[config.mk]
export PLATFORM = sky130hd
export DESIGN_NAME = tmds_palette_symbol_pair_gen
export DESIGN_NICKNAME = d
export VERILOG_FILES = /design/src/hw/rtl/tpsg_pkg.sv /design/src/hw/rtl/tmds_palette_symbol_pair_gen.sv /design/src/hw/rtl/tpsg_chan_enc.sv
export SDC_FILE = /design/constraint.sdc
export NUM_CORES = 1
export LEC_CHECK = 0
export ABC_AREA = 1
export BUFFER_PORTS_ARGS = -buffer_cell sky130_fd_sc_hd__buf_4
export CORE_MARGIN = 2
export CORE_UTILIZATION = 55
export CTS_CLUSTER_DIAMETER = 200
export CTS_CLUSTER_SIZE = 28
export DETAILED_ROUTE_END_ITERATION = 8
export GPL_TIMING_DRIVEN = 0
export PLACE_DENSITY = 0.81
export SLEW_MARGIN = 15
export SYNTH_ARGS = -nofsm -noshare
export SYNTH_HDL_FRONTEND = slang
export SYNTH_HIERARCHICAL = 1
export SYNTH_SLANG_ARGS = --single-unit
[constraint.sdc]
create_clock -name clock -period 4.7 [get_ports clock]
set_clock_uncertainty 0.2 [all_clocks]
set_input_delay 0.94 -clock clock [delete_from_list [all_inputs] [get_ports clock]]
set_output_delay 0.94 -clock clock [all_outputs]
set_load 0.01 [all_outputs]
[src/hw/rtl/tpsg_pkg.sv]
// Shared types, constants and helper functions for the TMDS palette symbol pair generator.
// No dependencies; used by tpsg_chan_enc and tmds_palette_symbol_pair_gen.
package tpsg_pkg;

   localparam int PALETTE_ENTRIES = 256;          // palette depth, 2 to 256

   localparam logic [9:0] SYM_INV_MASK = 10'h2FF; // invert data bits, set bit 9

   localparam logic COLOR_FMT_RGB565 = 1'b0;
   localparam logic COLOR_FMT_RGB888 = 1'b1;

   typedef struct packed {
      logic [23:0] palette_color;
      logic [7:0]  entry_index;
      logic        last_entry;
   } req_payload_type;

   typedef struct packed {
      logic [31:0] blue_neg_word;
      logic [31:0] blue_pos_word;
      logic [31:0] green_neg_word;
      logic [31:0] green_pos_word;
      logic [31:0] red_neg_word;
      logic [31:0] red_pos_word;
      logic [7:0]  index_out;
      logic        last_out;
   } rsp_payload_type;

   // per-stage load enables of the pipeline
   typedef struct packed {
      logic s1;
      logic s2;
      logic s3;
   } stage_en_type;

   function automatic logic [3:0] ones8(input logic [7:0] v);
      logic [3:0] n;
      n = 4'd0;
      for (int i = 0; i < 8; i++) begin
         n = n + 4'(v[i]);
      end
      return n;
   endfunction

   // Wrap an entry number into the palette range by conditional subtraction
   // of the depth scaled by powers of two, largest first.
   function automatic logic [7:0] wrap_index(input logic [7:0] v);
      logic [8:0] r;
      r = {1'b0, v};
      for (int k = 7; k >= 0; k--) begin
         if ((PALETTE_ENTRIES << k) <= 255) begin
            if (r >= 9'(PALETTE_ENTRIES << k)) begin
               r = r - 9'(PALETTE_ENTRIES << k);
            end
         end
      end
      return r[7:0];
   endfunction

endpackage

[src/hw/rtl/tmds_palette_symbol_pair_gen.sv]
// Top level of the TMDS palette symbol pair generator.
// Depends on tpsg_pkg and tpsg_chan_enc.
//
// Usage: each transaction on the req_ channel carries one palette color, its
// entry number and a last flag. csr_wr_en/csr_wr_data select the color format
// (0 = RGB565 in bits 15:0, 1 = RGB888); write it only while the block is idle.
// For each color the rsp_ channel returns, per channel, the 32-bit TMDS word for
// negative and for positive running disparity (symbol in bits 9:0, signed
// change in bits 31:26), plus the wrapped entry number and the last flag.
// Pipeline: three register stages (popcount and XNOR decision, q_m chain, word
// build); rsp_valid is the valid flag of the word-build stage. Throughput: one
// transaction per cycle, sustained, while rsp_stall stays low.
// Stall: a stage loads only when it is empty or the stage after it advances, so
// bubbles collapse; req_stall rises only when all three stages hold data and
// rsp_stall is high. The result on rsp_ holds until taken.
// Reset (synchronous, active high): empties the pipeline and sets RGB565 mode.
module tmds_palette_symbol_pair_gen (
   input  logic                      clock,
   input  logic                      reset,
   input  logic                      req_valid,
   output logic                      req_stall,
   input  tpsg_pkg::req_payload_type req_payload,
   output logic                      rsp_valid,
   input  logic                      rsp_stall,
   output tpsg_pkg::rsp_payload_type rsp_payload,
   input  logic                      csr_wr_en,
   input  logic                      csr_wr_data
);

   logic       color_format_ff;
   logic [2:0] valid_ff;
   logic [2:0] valid_in;
   tpsg_pkg::stage_en_type stage_en;

   logic [7:0] blue_byte;
   logic [7:0] green_byte;
   logic [7:0] red_byte;

   logic [7:0] idx1_ff;
   logic [7:0] idx2_ff;
   logic [7:0] idx3_ff;
   logic [2:0] last_ff;

   always_comb begin
      stage_en.s3 = !valid_ff[2] || !rsp_stall;
      stage_en.s2 = !valid_ff[1] || stage_en.s3;
      stage_en.s1 = !valid_ff[0] || stage_en.s2;
      valid_in[0] = stage_en.s1 ? req_valid   : valid_ff[0];
      valid_in[1] = stage_en.s2 ? valid_ff[0] : valid_ff[1];
      valid_in[2] = stage_en.s3 ? valid_ff[1] : valid_ff[2];
   end

   assign req_stall = !stage_en.s1;
   assign rsp_valid = valid_ff[2];

   always_comb begin
      unique case (color_format_ff)
         tpsg_pkg::COLOR_FMT_RGB888: begin
            blue_byte  = req_payload.palette_color[7:0];
            green_byte = req_payload.palette_color[15:8];
            red_byte   = req_payload.palette_color[23:16];
         end
         tpsg_pkg::COLOR_FMT_RGB565: begin
            // left-align each field, zero the low bits
            blue_byte  = {req_payload.palette_color[4:0], 3'b000};
            green_byte = {req_payload.palette_color[10:5], 2'b00};
            red_byte   = {req_payload.palette_color[15:11], 3'b000};
         end
         default: begin
            blue_byte  = 8'd0;
            green_byte = 8'd0;
            red_byte   = 8'd0;
         end
      endcase
   end

   always_ff @(posedge clock) begin
      if (reset) begin
         color_format_ff <= tpsg_pkg::COLOR_FMT_RGB565;
         valid_ff        <= 3'b000;
      end else begin
         if (csr_wr_en) begin
            color_format_ff <= csr_wr_data;
         end
         valid_ff <= valid_in;
      end
   end

   always_ff @(posedge clock) begin
      if (stage_en.s1) begin
         idx1_ff    <= tpsg_pkg::wrap_index(req_payload.entry_index);
         last_ff[0] <= req_payload.last_entry;
      end
      if (stage_en.s2) begin
         idx2_ff    <= idx1_ff;
         last_ff[1] <= last_ff[0];
      end
      if (stage_en.s3) begin
         idx3_ff    <= idx2_ff;
         last_ff[2] <= last_ff[1];
      end
   end

   tpsg_chan_enc u_blue (
      .clock     (clock),
      .stage_en  (stage_en),
      .chan_byte (blue_byte),
      .neg_word  (rsp_payload.blue_neg_word),
      .pos_word  (rsp_payload.blue_pos_word)
   );

   tpsg_chan_enc u_green (
      .clock     (clock),
      .stage_en  (stage_en),
      .chan_byte (green_byte),
      .neg_word  (rsp_payload.green_neg_word),
      .pos_word  (rsp_payload.green_pos_word)
   );

   tpsg_chan_enc u_red (
      .clock     (clock),
      .stage_en  (stage_en),
      .chan_byte (red_byte),
      .neg_word  (rsp_payload.red_neg_word),
      .pos_word  (rsp_payload.red_pos_word)
   );

   assign rsp_payload.index_out = idx3_ff;
   assign rsp_payload.last_out  = last_ff[2];

   // accepted transaction lands in stage 1
   a_accept_fills_s1: assert property (@(posedge clock) disable iff (reset)
      req_valid && !req_stall |=> valid_ff[0])
      else $error("accepted transaction not captured in stage 1");

   // input stalls only with a full pipeline and a stalled receiver
   a_stall_only_when_full: assert property (@(posedge clock) disable iff (reset)
      req_stall |-> (valid_ff == 3'b111) && rsp_stall)
      else $error("input stalled with room in the pipeline");

   // a blocked middle stage keeps its transaction
   a_s2_hold: assert property (@(posedge clock) disable iff (reset)
      valid_ff[1] && valid_ff[2] && rsp_stall |=> valid_ff[1])
      else $error("stage 2 transaction dropped under stall");

   // stage 2 moves its data forward once stage 3 is empty or its output is taken
   a_s2_advance: assert property (@(posedge clock) disable iff (reset)
      valid_ff[1] && !(valid_ff[2] && rsp_stall) |=> valid_ff[2])
      else $error("stage 2 transaction did not advance");

endmodule

[src/hw/rtl/tpsg_chan_enc.sv]
// Three-stage TMDS transition-minimizing encoder for one color channel; emits both
// candidate words (negative and positive running disparity). Depends on tpsg_pkg.
module tpsg_chan_enc (
   input  logic                 clock,
   input  tpsg_pkg::stage_en_type stage_en,
   input  logic [7:0]           chan_byte,
   output logic [31:0]          neg_word,
   output logic [31:0]          pos_word
);

   // stage 1: byte and the XNOR decision
   logic [7:0] byte_ff;
   logic       xnor_ff;
   logic [3:0] in_ones;
   logic       xnor_in;

   // stage 2: q_m
   logic [8:0] qm_ff;
   logic [8:0] qm_in;

   // stage 3: output words
   logic [31:0] neg_ff;
   logic [31:0] pos_ff;
   logic [31:0] neg_in;
   logic [31:0] pos_in;

   logic [3:0]        qm_ones;
   logic signed [5:0] excess;
   logic signed [5:0] q8x2;
   logic signed [5:0] chg_inv;
   logic signed [5:0] chg_plain;
   logic [9:0]        inv_sym;
   logic [9:0]        plain_sym;
   logic [31:0]       inv_word;
   logic [31:0]       plain_word;
   logic [31:0]       bal_word;

   always_comb begin
      in_ones = tpsg_pkg::ones8(chan_byte);
      xnor_in = (in_ones > 4'd4) || ((in_ones == 4'd4) && !chan_byte[0]);
   end

   always_comb begin
      qm_in[0] = byte_ff[0];
      for (int i = 0; i < 7; i++) begin
         qm_in[i + 1] = qm_in[i] ^ byte_ff[i + 1] ^ xnor_ff;
      end
      qm_in[8] = !xnor_ff;
   end

   always_comb begin
      qm_ones    = tpsg_pkg::ones8(qm_ff[7:0]);
      excess     = $signed({1'b0, qm_ones, 1'b0}) - 6'sd8;
      q8x2       = $signed({4'b0000, qm_ff[8], 1'b0});
      chg_inv    = q8x2 - excess;
      chg_plain  = excess - 6'sd2 + q8x2;
      inv_sym    = {1'b0, qm_ff} ^ tpsg_pkg::SYM_INV_MASK;
      plain_sym  = {1'b0, qm_ff};
      inv_word   = {chg_inv, 16'b0, inv_sym};
      plain_word = {chg_plain, 16'b0, plain_sym};
      bal_word   = {22'b0, (qm_ff[8] ? plain_sym : inv_sym)};
      priority if (excess == 6'sd0) begin
         neg_in = bal_word;
         pos_in = bal_word;
      end else if (!excess[5]) begin
         // more ones than zeros: invert when disparity is positive
         neg_in = plain_word;
         pos_in = inv_word;
      end else begin
         neg_in = inv_word;
         pos_in = plain_word;
      end
   end

   always_ff @(posedge clock) begin
      if (stage_en.s1) begin
         byte_ff <= chan_byte;
         xnor_ff <= xnor_in;
      end
      if (stage_en.s2) begin
         qm_ff <= qm_in;
      end
      if (stage_en.s3) begin
         neg_ff <= neg_in;
         pos_ff <= pos_in;
      end
   end

   assign neg_word = neg_ff;
   assign pos_word = pos_ff;

endmodule
# After elaboration in Yosys (flattened, before gate mapping)

Cells that the tools add are included.
W data, S select, Z words.

Input port bits: 39
Logic and storage cells: 178
Register bits: 277
Output and inout bits: 203

Eq/ne operators: 3
Bitwise operators: 46
Muxes and demuxes: 18
Add/subtract/negate cells: 54
Order comparisons: 3
Reduce and logical (&&, ||, !) cells: 23

Operator list:

| cell                  | number |
|---|---|
| $mux W32              | 6 |
| $add A4 B1 Y4         | 36 |
| $mux W10              | 9 |
| $pmux W8 S2           | 3 |
| $xor A1 B1 Y1         | 42 |
| $not A8 Y9            | 3 |
| $add A6 B3 Y6         | 3 |
| $logic_not A6 Y1      | 3 |
| $sub A3 B6 Y6         | 3 |
| $sub A5 B4 Y6 const B | 3 |
| $sub A6 B3 Y6 const B | 3 |
| $add A1 B1 Y2         | 6 |
| $eq A4 B3 Y1 const B  | 3 |
| $gt A4 B3 Y1 const B  | 3 |
| $logic_not A1 Y1      | 11 |
| $logic_or A1 B1 Y1    | 6 |
| $logic_and A1 B1 Y1   | 3 |
| $not A1 Y1            | 1 |

# Logic depth before layout (Yosys ltp)

Gate-level depths: netlist of the first run.

Depth in word-level cells: 14
Depth in mapped cells: 19
Mapped depth without buffers: 19

# Modules after synthesis

Netlist of the first run, hierarchy kept.

Modules (own cells, without submodules):

| module                       | area an instance (um^2) | cells an instance | seq. area each (um^2) | instances |
|---|---|---|---|---|
| tpsg_chan_enc (u_green)      | 3,050.4                 | 293               | 1,411.4               | 1 |
| tpsg_chan_enc (u_blue)       | 3,049.2                 | 293               | 1,411.4               | 1 |
| tpsg_chan_enc (u_red)        | 3,030.4                 | 287               | 1,411.4               | 1 |
| tmds_palette_symbol_pair_gen | 1,234.9                 | 102               | 890.9                 | 1 |

# Worst setup path after synthesis of the first run

Ideal clock, no wire load.

Path kind: reg2reg
Start point: register u_blue.qm_ff[0]
End point: register u_blue.neg_ff[28] (netlist: u_blue/neg_word[28]) (data pin)
Path buffers: 1
Setup time: 0.256 ns
Arrival: 3.806 ns
Stages on the path, launching flop included: 20
Path slack: 0.438 ns
Required time: 4.244 ns
Clock period less this slack: 4.262 ns
Path through: edfxtp_1 fa_1 inv_1 fa_1 fa_1 inv_1 ha_1 fa_1 inv_1 nand2_1 nand2_2 inv_1 ha_1 buf_4 inv_2 nand4_2 nand2_1 inv_2 a22oi_1 inv_1

Cells in the longest elaborated chain, start to end: 11
Elaborated cells on any way between the ends: 13
Those cells by class: 11 x add/sub; 1 x mux; 1 x reduce/logical

Ends and longest elaborated chain:

| element                       | RTL line            | RTL |
|---|---|---|
| start, declared               | tpsg_chan_enc.sv:18 | `logic [8:0] qm_ff;` |
| start signal, assigned        | tpsg_chan_enc.sv:81 | `qm_ff <= qm_in;` |
| $add A1 B1 Y2 *               | tpsg_pkg.sv:40      | `n = n + 4'(v[i]);` |
| $add A4 B1 Y4 * (6 in series) | tpsg_pkg.sv:40      |  |
| $sub A5 B4 Y6 *               | tpsg_chan_enc.sv:53 | `excess = $signed({1'b0, qm_ones, 1'b0}) - 6'sd8;` |
| $sub A6 B3 Y6                 | tpsg_chan_enc.sv:56 | `chg_plain = excess - 6'sd2 + q8x2;` |
| $add A6 B3 Y6                 | tpsg_chan_enc.sv:56 |  |
| $mux W32                      | tpsg_chan_enc.sv:65 | `end else if (!excess[5]) begin` |
| end signal, assigned          | tpsg_chan_enc.sv:84 | `neg_ff <= neg_in;` |
| end, declared                 | tpsg_chan_enc.sv:22 | `logic [31:0] neg_ff;` |

Every way passes the cells marked *; elsewhere a longest branch is shown, timed or not.
A chain may end at the register's enable or synchronous reset.

# Final worst setup path of the first run

Start point: register u_green.qm_ff[0]
End point: register u_green.neg_ff[4] (netlist: u_green/neg_word[4]) (data pin)

Cells in the longest elaborated chain, start to end: 10
Elaborated cells on any way between the ends: 11
Those cells by class: 8 x add/sub; 2 x mux; 1 x reduce/logical

Ends and longest elaborated chain:

| element                                      | RTL line                                 | RTL |
|---|---|---|
| start, declared                              | tpsg_chan_enc.sv:18                      |  |
| start signal, assigned                       | tpsg_chan_enc.sv:81                      |  |
| $add A1 B1 Y2 *                              | tpsg_pkg.sv:40                           |  |
| $add A4 B1 Y4 * (6 in series)                | tpsg_pkg.sv:40                           |  |
| $sub A5 B4 Y6 *                              | tpsg_chan_enc.sv:53                      |  |
| $logic_not A6 Y1 or $mux W32 (tied branches) | tpsg_chan_enc.sv:62, tpsg_chan_enc.sv:65 |  |
| $mux W10 *                                   | tpsg_chan_enc.sv:62                      | `priority if (excess == 6'sd0) begin` |
| net u_green.neg_in[4]                        | tpsg_chan_enc.sv:24                      | `logic [31:0] neg_in;` |
| end signal, assigned                         | tpsg_chan_enc.sv:84                      |  |
| end, declared                                | tpsg_chan_enc.sv:22                      |  |

The timed path passes the listed nets; every way through them passes the cells marked *.

==> results by group, run 1 <==
Outcome
  • Status: complete, no violations

Yosys
  • Mux contribution to synthesized area: 0.2897%
  • Post-synth EDFFs: 168
  • Largest family of logic cells by synthesized area: buffers and inverters
  • Synth Area in Simple Gates: 13.51%
  • Post-Syn Area: 10360 um2
  • Adder-cell share of the synthesized area: 10.65%
  • FF+latch count, synth: 172
  • Mapped Cells: 975
  • Async SR Flop Fraction: 0%
  • Avg Cell Area, Syn: 10.63 um2
  • Seq/Total Area, Yosys: 49.44%
  • Ys Warns: 6
  • XOR/XNOR Fraction of Synth Area: 6.748%
  • Synth Flop Type: edfxtp_1
  • Compound-gate portion of the synthesized area: 4.177%
  • Yosys cell types: 34

Global routing
  • Total GRT Usage: 19.04%
  • Initial antenna violation count: 0
  • Global Route met1 Usage: 23.95%
  • GR Util met2: 32.55%
  • First-pass GRT wire length: 30000 um
  • Vias in the first global route: 6553
  • Largest net degree at the start of global routing: 54
  • Met3 GRT Util: 4.016%
  • GRT busiest layer: met2
  • Congestion Overflow GR: 0

Clock tree
  • Inserted Clock Buffers: 17
  • CTS Buffer Depth: 2
  • CTS Hold Bufs: 0
  • CTS tree: yes
  • Clk_lat worst skew: 0.43 ns
  • H-tree levels: 4
  • Cell at the root of the clock tree: clkbuf_16
  • Clock transition at path regs: 0.07 ns
  • Clock sink count: 172

Setup path
  • Critical Path Start Type: flip-flop
  • CP max FO: 10
  • Worst path required time: 4.65 ns
  • FF-to-FF setup slack: 0.13 ns
  • Critical path arrival: 4.52 ns
  • CP Capture Type: flip-flop
  • Critical setup path kind: flip-flop to flip-flop

Detailed routing
  • 1st-pass router iterations: 5
  • Number of vias per cell: 4.613
  • # DRC: 0
  • DR iter-0 viols: 345
  • Wire per inst: 12.78 um
  • Antenna Nets Post-Route: 0
  • Vias: 6878
  • DRT Wirelength: 19050 um

Place
  • Placed cell count: 1451
  • Detail Placement HPWL: 14480 um
  • RD Place Congestion: 0.8318
  • Port buffer count: 139
  • Pre-CTS setup slack: 0.05169 ns

Timing
  • Final setup viols: 0
  • Fin crit period: 4.569 ns
  • Fin worst setup slack: 0.1305 ns
  • Max-slew violations: 0
  • Final Hold Viols: 0
  • Fmax: 0.2188 GHz
  • Period utilisation layout: 97.22%
  • Slew @ Worst Pin: 0.7415 ns
  • Relative slew slack: 50.57%

Finish
  • Layout cells sized above 1: 30.31%
  • Filler Cell Count: 1349
  • Antenna diode count: 0
  • Non-Filler Instances: 1491
  • Synthesis-to-layout area growth: 24.48%
  • Final nets: 1355
  • Post-Route Utilization: 69.44%

Floorplan
  • Die span in x: 141.3 um
  • Core ar.: 18580 um2
  • Num rows: 50
  • Io pins: 242
  • Die height: 141.3 um
  • Initial core utilization: 55.78%
  • DIE AREA: 19960 um2

Worst hold path
  • Min-Delay Path Class: flip-flop to flip-flop

Flow run
  • Max Cap Viol: 0
[through the flow]
step / TNS (ns) / instance area, um2 / hold slack (ns)
floorplan: 0 / 10740 / 0.2003
global placement: -0.3305 / 12070 / 0.2023
detailed placement: 0 / 12150 / 0.2045
CTS: 0 / 12790 / 0.2185
global route: -0.1147 / 12900 / 0.2225
finish: 0 / 12900 / 0.2155
[registers in the layout, summed over array words and instances, names as in the netlist, 14 cells and up]
register / count
u_green/pos_word: 14
u_green/neg_word: 15
u_red/neg_word: 15
u_blue/pos_word: 14
u_blue/neg_word: 15
u_red/pos_word: 14
[cell type report]
type                    count  area, um2  share of cell area, %
clock buffers              18      429.2                  3.326
well taps                 234      292.8                  2.269
multi-input cells         610       4094                  31.73
repair buffers            151       1170                  9.067
flip-flops and latches    172       5125                  39.72
inverters                 164      633.1                  4.907
clock inverters            14      214.0                  1.658
plain buffers             128      944.7                  7.322
[path summary, 6_finish.rpt]
path                                             to        startpoint  cells after the start
worst max register to register  u_green/neg_word[4]  u_green/qm_ff[0]                     18
worst max-delay path            u_green/neg_word[4]  u_green/qm_ff[0]                     18
worst min-delay path                     idx3_ff[7]        idx2_ff[7]                      0
worst min register to register           idx3_ff[7]        idx2_ff[7]                      0
[synth_stat cells, types with 12 or more instances]
cell type / number / area (um2)
a21oi_1: 13 / 65.06
edfxtp_1: 168 / 5045
o21ai_0: 48 / 240.2
buf_2: 12 / 60.06
nand2_4: 15 / 168.9
xor2_1: 13 / 113.9
inv_1: 153 / 574.3
nand3_1: 32 / 160.2
nand2_2: 19 / 118.9
nand2_1: 183 / 686.9
nor2_1: 14 / 52.55
xnor2_1: 55 / 481.7
ha_1: 45 / 563.0
fa_1: 27 / 540.5
buf_4: 113 / 848.3
[kinds of logic after synthesis]
logic type | count (synthesis)
compound gates | 78
mux | 2
other cells | 3
fa+ha+maj | 72
flops | 172
buf+inv | 292
xor+xnor | 73
simple gates | 283
[what timing repair did]
action	4_1_cts	5_1_grt
gates resized for setup	0	12
buffers inserted	0	8
endpoints found under the setup margin	0	40
[critical path, cell delays in order (launching register included)]
cell      delay [ns]
edfxtp_1        0.42
fa_1            0.54
inv_1           0.05
fa_1            0.46
fa_1            0.50
inv_1           0.04
ha_1            0.21
fa_1            0.40
inv_1           0.08
nand2_1         0.08
nand2_4         0.11
inv_1           0.10
ha_1            0.22
buf_6           0.15
inv_4           0.09
nand4_4         0.14
inv_4           0.13
clkbuf_4        0.21
o21ai_0         0.14
[metal layers]
layer	up-vias	routed length, um
met3	33	1172
met5	-	0
met2	256	9456
met4	0	425
li1	3447	-
met1	3142	7996
[layout by cell type, fill, tap and decap left out, types with 3 or more instances in the layout]
master       n
xnor2_2      3
nand2_2     19
clkinv_4     3
buf_6        4
inv_4        5
inv_6        3
a21oi_1     13
inv_2        5
a22oi_1      6
xnor2_1     55
nand2_1    180
ha_1        45
xor2_1      13
nand3_4      3
o21ai_0     48
buf_2       11
o22ai_1      6
conb_1     102
dfxtp_1      4
nand2_4     18
nor2_1      14
buf_4      260
edfxtp_1   168
inv_1      153
nand3_1     31
nand3b_1     5
nand3_2      8
bufinv_16    5
fa_1        27
clkbuf_16   17
Power of run 1 is not shown: default switching activity piles up to over one toggle a cycle in this logic, so the estimate is an artifact.
==> run 2: changes to the inputs <==
- ABC_AREA: 1 -> not set
- CORE_UTILIZATION: 55 -> 54
==> run 2 against run 1 <==
  * Final cell count down 19%
  * Worst hold slack better by 0.0050 ns
  * Flip-flop and latch count unchanged
  * Via count down 20%
  * Sequential share of layout area up 2.8 points
  * Maximum frequency up 0.57%
  * Area after synthesis down 8.7%
  * Synthesized cell count down 28%
  * Core utilization up 0.56 points
  * Register-to-register slack better by 0.03 ns
==> results by group, run 2 <==
Finish
  • Synthesis-to-layout area growth: 27.43%
  • Layout cells sized above 1: 35.05%
  • Most common cell after layout, fill and taps aside: buf_4
  • Most frequent cells in the layout: 260 x buf_4, 168 x edfxtp_1, 102 x conb_1, 90 x inv_1, 71 x xnor2_1
  • Final nets: 1088
  • Post-Route Utilization: 70.00%
  • Antenna diode count: 0

Clock tree
  • Clk_lat worst skew: 0.42 ns
  • H-tree levels: 4
  • Clock sink count: 172
  • Cell at the root of the clock tree: clkbuf_16
  • Clock transition at path regs: 0.06 ns
  • CTS Buffer Depth: 2
  • CTS tree: yes
  • Inserted Clock Buffers: 17

Yosys
  • Top cells by area, synth: edfxtp_1 53%, buf_4 8.4%, xnor2_1 6.7%, ha_1 5.9%, fa_1 5.7%
  • Avg Cell Area, Syn: 13.49 um2
  • Top-area cell type share of the netlist area: 53.28%
  • Seq/Total Area, Yosys: 54.13%
  • Post-synth EDFFs: 168
  • Ys Warns: 6
  • Post-synth top cells: 168 x edfxtp_1, 106 x buf_4, 92 x inv_1
  • Async SR Flop Fraction: 0%
  • Most frequent cell after synthesis: edfxtp_1
  • Post-Syn Area: 9468 um2
  • Mapped Cells: 702
  • Yosys cell types: 39
  • Cell taking the most area after synthesis: edfxtp_1
  • FF+latch count, synth: 172
  • Synth Flop Type: edfxtp_1

Outcome
  • Status: complete, no violations

Timing
  • Final Hold Viols: 0
  • Fmax: 0.2201 GHz
  • Fin crit period: 4.543 ns
  • Final setup viols: 0
  • Relative slew slack: 43.79%
  • Setup_tns: 0 ns
  • Slew @ Worst Pin: 0.8407 ns
  • Worst hold slack: 0.2205 ns
  • Max-slew violations: 0
  • Period utilisation layout: 96.67%
  • RSZ-0062 raised after global routing: no

Global routing
  • Total GRT Usage: 18.22%
  • First-pass GRT wire length: 25910 um
  • Initial antenna violation count: 0
  • Vias in the first global route: 5402
  • Congestion Overflow GR: 0
  • Largest net degree at the start of global routing: 59

Worst hold path
  • HP Start: idx1_ff[2]
  • Min-Delay Path Class: flip-flop to flip-flop

Setup path
  • Critical path arrival: 4.59 ns
  • CP Capture Type: flip-flop
  • Worst Path Buf+Inv: 2
  • Max incr delay on CP: 0.55 ns
  • Most frequent CP cell: fa_1
  • Worst path required time: 4.75 ns
  • FF-to-FF setup slack: 0.16 ns
  • Critical setup path kind: flip-flop to flip-flop
  • Critical Path Start Type: flip-flop
  • Crit path max-delay family: adder cells
  • CP max FO: 4
  • Cell Chain, Critical Path: fa_1, inv_1, fa_1, fa_1, inv_1, ha_2, fa_2, xor2_4, ha_1, nor3b_2, or2_2, or4_1, o211ai_1
  • Critical Path Slowest Stage Cell: fa_1
  • Worst Setup SP: u_blue/qm_ff[0]
  • Reg2reg start: u_blue/qm_ff[0]

Floorplan
  • Die height: 136.4 um
  • Core ar.: 17240 um2
  • Die span in x: 136.4 um
  • Num rows: 48
  • DIE AREA: 18610 um2
  • Initial core utilization: 54.93%
  • Io pins: 242

Detailed routing
  • DR iter-0 viols: 251
  • # DRC: 0
  • Wire per inst: 13.56 um
  • Number of vias per cell: 4.546
  • Vias: 5523
  • DRT Wirelength: 16470 um
  • Antenna Nets Post-Route: 0
  • 1st-pass router iterations: 5

Place
  • RD Place Congestion: 0.8275
  • Port buffer count: 139
  • Detail Placement HPWL: 12670 um

Flow run
  • Max Cap Viol: 0
run 2: kinds of logic after synthesis:
kind of cell,count (synthesis),share of synthesized area [%]
other,3,0.1189
AO/OA/AOI/OAI,63,4.639
adder cells (fa/ha/maj),72,11.66
flip-flops,172,54.13
XOR/XNOR,100,10.68
AND/OR/NAND/NOR,68,3.595
buffers and inverters,207,12.74
multiplexers,17,2.445
run 2: final timing paths:
check,cells after the start,end
max,13,u_blue/neg_word[31]
min,0,idx2_ff[2]
max reg2reg,13,u_blue/neg_word[31]
min reg2reg,0,idx2_ff[2]
run 2: final cells by class:
type                            instances  area, um2
Timing Repair Buffer                  157       1222
Sequential cell                       172       5125
Clock buffer                           19      432.9
Tap cell                              225      281.5
Clock inverter                         13      163.9
Multi-Input combinational cell        422       3625
Inverter                               92      345.3
Fill cell                            1182       5171
Buffer                                115      869.6
run 2: through the flow:
step                instances  setup slack (ns)  area (um2)
CTS                      1206           0.02543       11950
floorplan                 801           0.01917        9847
global route             1215          0.007756       12070
global placement         1165           -0.3194       11170
detailed placement       1169           -0.3851       11260
finish                   1215            0.1565       12070
run 2: per-layer routing:
metal / global-route usage (%) / wire length [um] / up-vias
li1: - / - / 2719
met1: 22.27 / 6755 / 2583
met2: 31.80 / 8577 / 206
met3: 3.318 / 927 / 15
met4: 7.639 / 211 / 0
met5: 0 / 0 / -
run 2: timing repair:
item,in CTS,in global routing
pin swaps,1,4
hold buffers,0,0
endpoints found under the setup margin,76,70
gates resized for setup,12,19
setup buffers,5,9
Power of run 2 is left out for the same reason.
==> run 3: changes to the inputs <==
- CELL_PAD_IN_SITES_DETAIL_PLACEMENT: not set -> 1
- CELL_PAD_IN_SITES_GLOBAL_PLACEMENT: not set -> 2
- CORE_UTILIZATION: 54 -> 36
- PLACE_DENSITY: 0.81 -> not set
- PLACE_DENSITY_LB_ADDON: not set -> 0.1
==> run 3 against run 2 <==
  * Critical path type unchanged
  * Via count up 0.34%
  * Sequential share of layout area down 0.93 points
  * Register-to-register slack about the same
  * Non-clock buffer count up 11
  * Final cell count up 10%
  * Count of clock-buffer cells in the layout down 1
  * Worst hold slack worse by 0.0011 ns
  * Global-route usage down 4.0 points
  * Critical path depth unchanged
  * Die area up 48%
  * Maximum frequency down 0.22%
  * Worst setup slack worse by 0.0099 ns
==> results by group, run 3 (synthesized netlist as in run 2, its figures left out) <==
Timing
  • Fin crit period: 4.553 ns
  • Period utilisation layout: 96.88%
  • Worst hold slack: 0.2194 ns
  • Slew @ Worst Pin: 0.5815 ns
  • Setup_tns: 0 ns
  • Max-slew violations: 0
  • Relative slew slack: 61.09%
  • Final setup viols: 0
  • RSZ-0062 raised after global routing: yes
  • Fmax: 0.2196 GHz
  • Final Hold Viols: 0

Floorplan
  • Die height: 166.2 um
  • Die span in x: 166.2 um
  • Core ar.: 25910 um2
  • DIE AREA: 27610 um2
  • Io pins: 242
  • Initial core utilization: 36.54%
  • Num rows: 59

Setup path
  • Critical Path Slowest Stage Cell: fa_1
  • Critical Path Start Type: flip-flop
  • Critical setup path kind: flip-flop to flip-flop
  • Cell Chain, Critical Path: fa_1, inv_1, fa_1, fa_1, inv_1, ha_1, fa_2, xor2_2, ha_1, xnor3_2, o22a_1, nand3_1, a31oi_1
  • FF-to-FF setup slack: 0.15 ns
  • R2R Path End: u_red/pos_word[31]
  • Critical path arrival: 4.51 ns
  • Max incr delay on CP: 0.56 ns
  • Worst path required time: 4.65 ns
  • CP max FO: 4
  • Most frequent CP cell: fa_1
  • Reg2reg start: u_red/qm_ff[0]
  • R2R cell count: 13
  • CP Capture Type: flip-flop

Detailed routing
  • Vias: 5542
  • DR iter-0 viols: 275
  • 1st-pass router iterations: 4
  • Number of vias per cell: 4.148
  • Wire per inst: 14.43 um
  • DRT Wirelength: 19280 um
  • # DRC: 0
  • Antenna Nets Post-Route: 0

Global routing
  • Largest net degree at the start of global routing: 60
  • Initial antenna violation count: 0
  • First-pass GRT wire length: 30940 um
  • Vias in the first global route: 5839
  • Congestion Overflow GR: 0
  • Total GRT Usage: 14.22%

Worst hold path
  • WHS Path Cells: 0
  • HP Start: idx2_ff[1]
  • Hold endpoint: idx3_ff[1]
  • Min-Delay Path Class: flip-flop to flip-flop

Clock tree
  • CTS Hold Bufs: 0
  • CTS tree: yes
  • Clock sink count: 172
  • Inserted Clock Buffers: 17
  • Clk_lat worst skew: 0.43 ns
  • CTS Buffer Depth: 2
  • Clock transition at path regs: 0.07 ns
  • Cell at the root of the clock tree: clkbuf_16
  • H-tree levels: 4

Place
  • Port buffer count: 139
  • Dpl cell area: 11410 um2
  • Detail Placement HPWL: 14840 um
  • RD Place Congestion: 0.7551

Finish
  • Antenna diode count: 0
  • Synthesis-to-layout area growth: 30.30%
  • Most common cell after layout, fill and taps aside: buf_4
  • Design area: 12340 um2
  • Most frequent cells in the layout: 269 x buf_4, 168 x edfxtp_1, 102 x conb_1, 89 x inv_1, 71 x xnor2_1
  • Layout cells sized above 1: 36.36%
  • Final nets: 1099

Flow run
  • Max Cap Viol: 0

Outcome
  • Status: complete, no violations
-- run 3: layout make-up --
class	count	area (um2)
Tap cell	335	419.2
Multi-Input combinational cell	422	3670
Inverter	92	345.3
Clock inverter	14	166.4
Fill cell	2751	13570
Timing Repair Buffer	168	1313
Clock buffer	18	429.2
Sequential cell	172	5125
Buffer	115	869.6
-- run 3: how the worst max path moves through the flow --
stage / depth (start not counted) / to / from
after CTS: 13 / u_blue/neg_word[31] / u_blue/qm_ff[1]
after floorplan: 14 / u_green/neg_word[31] / u_green/qm_ff[0]
after detailed placement: 14 / u_blue/pos_word[0] / u_blue/qm_ff[0]
after global routing: 13 / u_red/pos_word[31] / u_red/qm_ff[0]
final: 13 / u_red/pos_word[31] / u_red/qm_ff[0]
after global placement: 14 / u_blue/pos_word[0] / u_blue/qm_ff[0]
-- run 3: worst max-delay path, delay by kind of cell (launching register included) --
kind	cells	cell delay, ns
adder cells (fa/ha/maj)	6	2.49
XOR/XNOR	2	0.62
flip-flops	1	0.46
AO/OA/AOI/OAI	2	0.34
buffers and inverters	2	0.09
AND/OR/NAND/NOR	1	0.09
-- run 3: repair_timing --
action	CTS	global route
endpoints found under the setup margin	80	69
pin swaps	2	8
gates resized for setup	17	21
setup buffers	11	13
-- run 3: metal layers --
metal	wire length, um	GRT usage (%)	up-vias
li1	-	-	2737
met1	8787	18.44	2639
met2	9375	23.83	152
met3	917	3.408	14
met4	201	3.970	0
met5	0	0	-
-- run 3: through the flow --
| stage | instances | setup WS [ns] | util, % |
|---|---|---|---|
| floorplan | 801 | 0.01917 | - |
| global placement | 1275 | -0.6081 | 43.65 |
| detailed placement | 1280 | -0.6425 | 44.04 |
| CTS | 1323 | 0.02055 | 46.96 |
| global route | 1336 | -0.01669 | 47.61 |
| finish | 1336 | 0.1466 | 47.61 |
Power of run 3 is left out for the same reason.
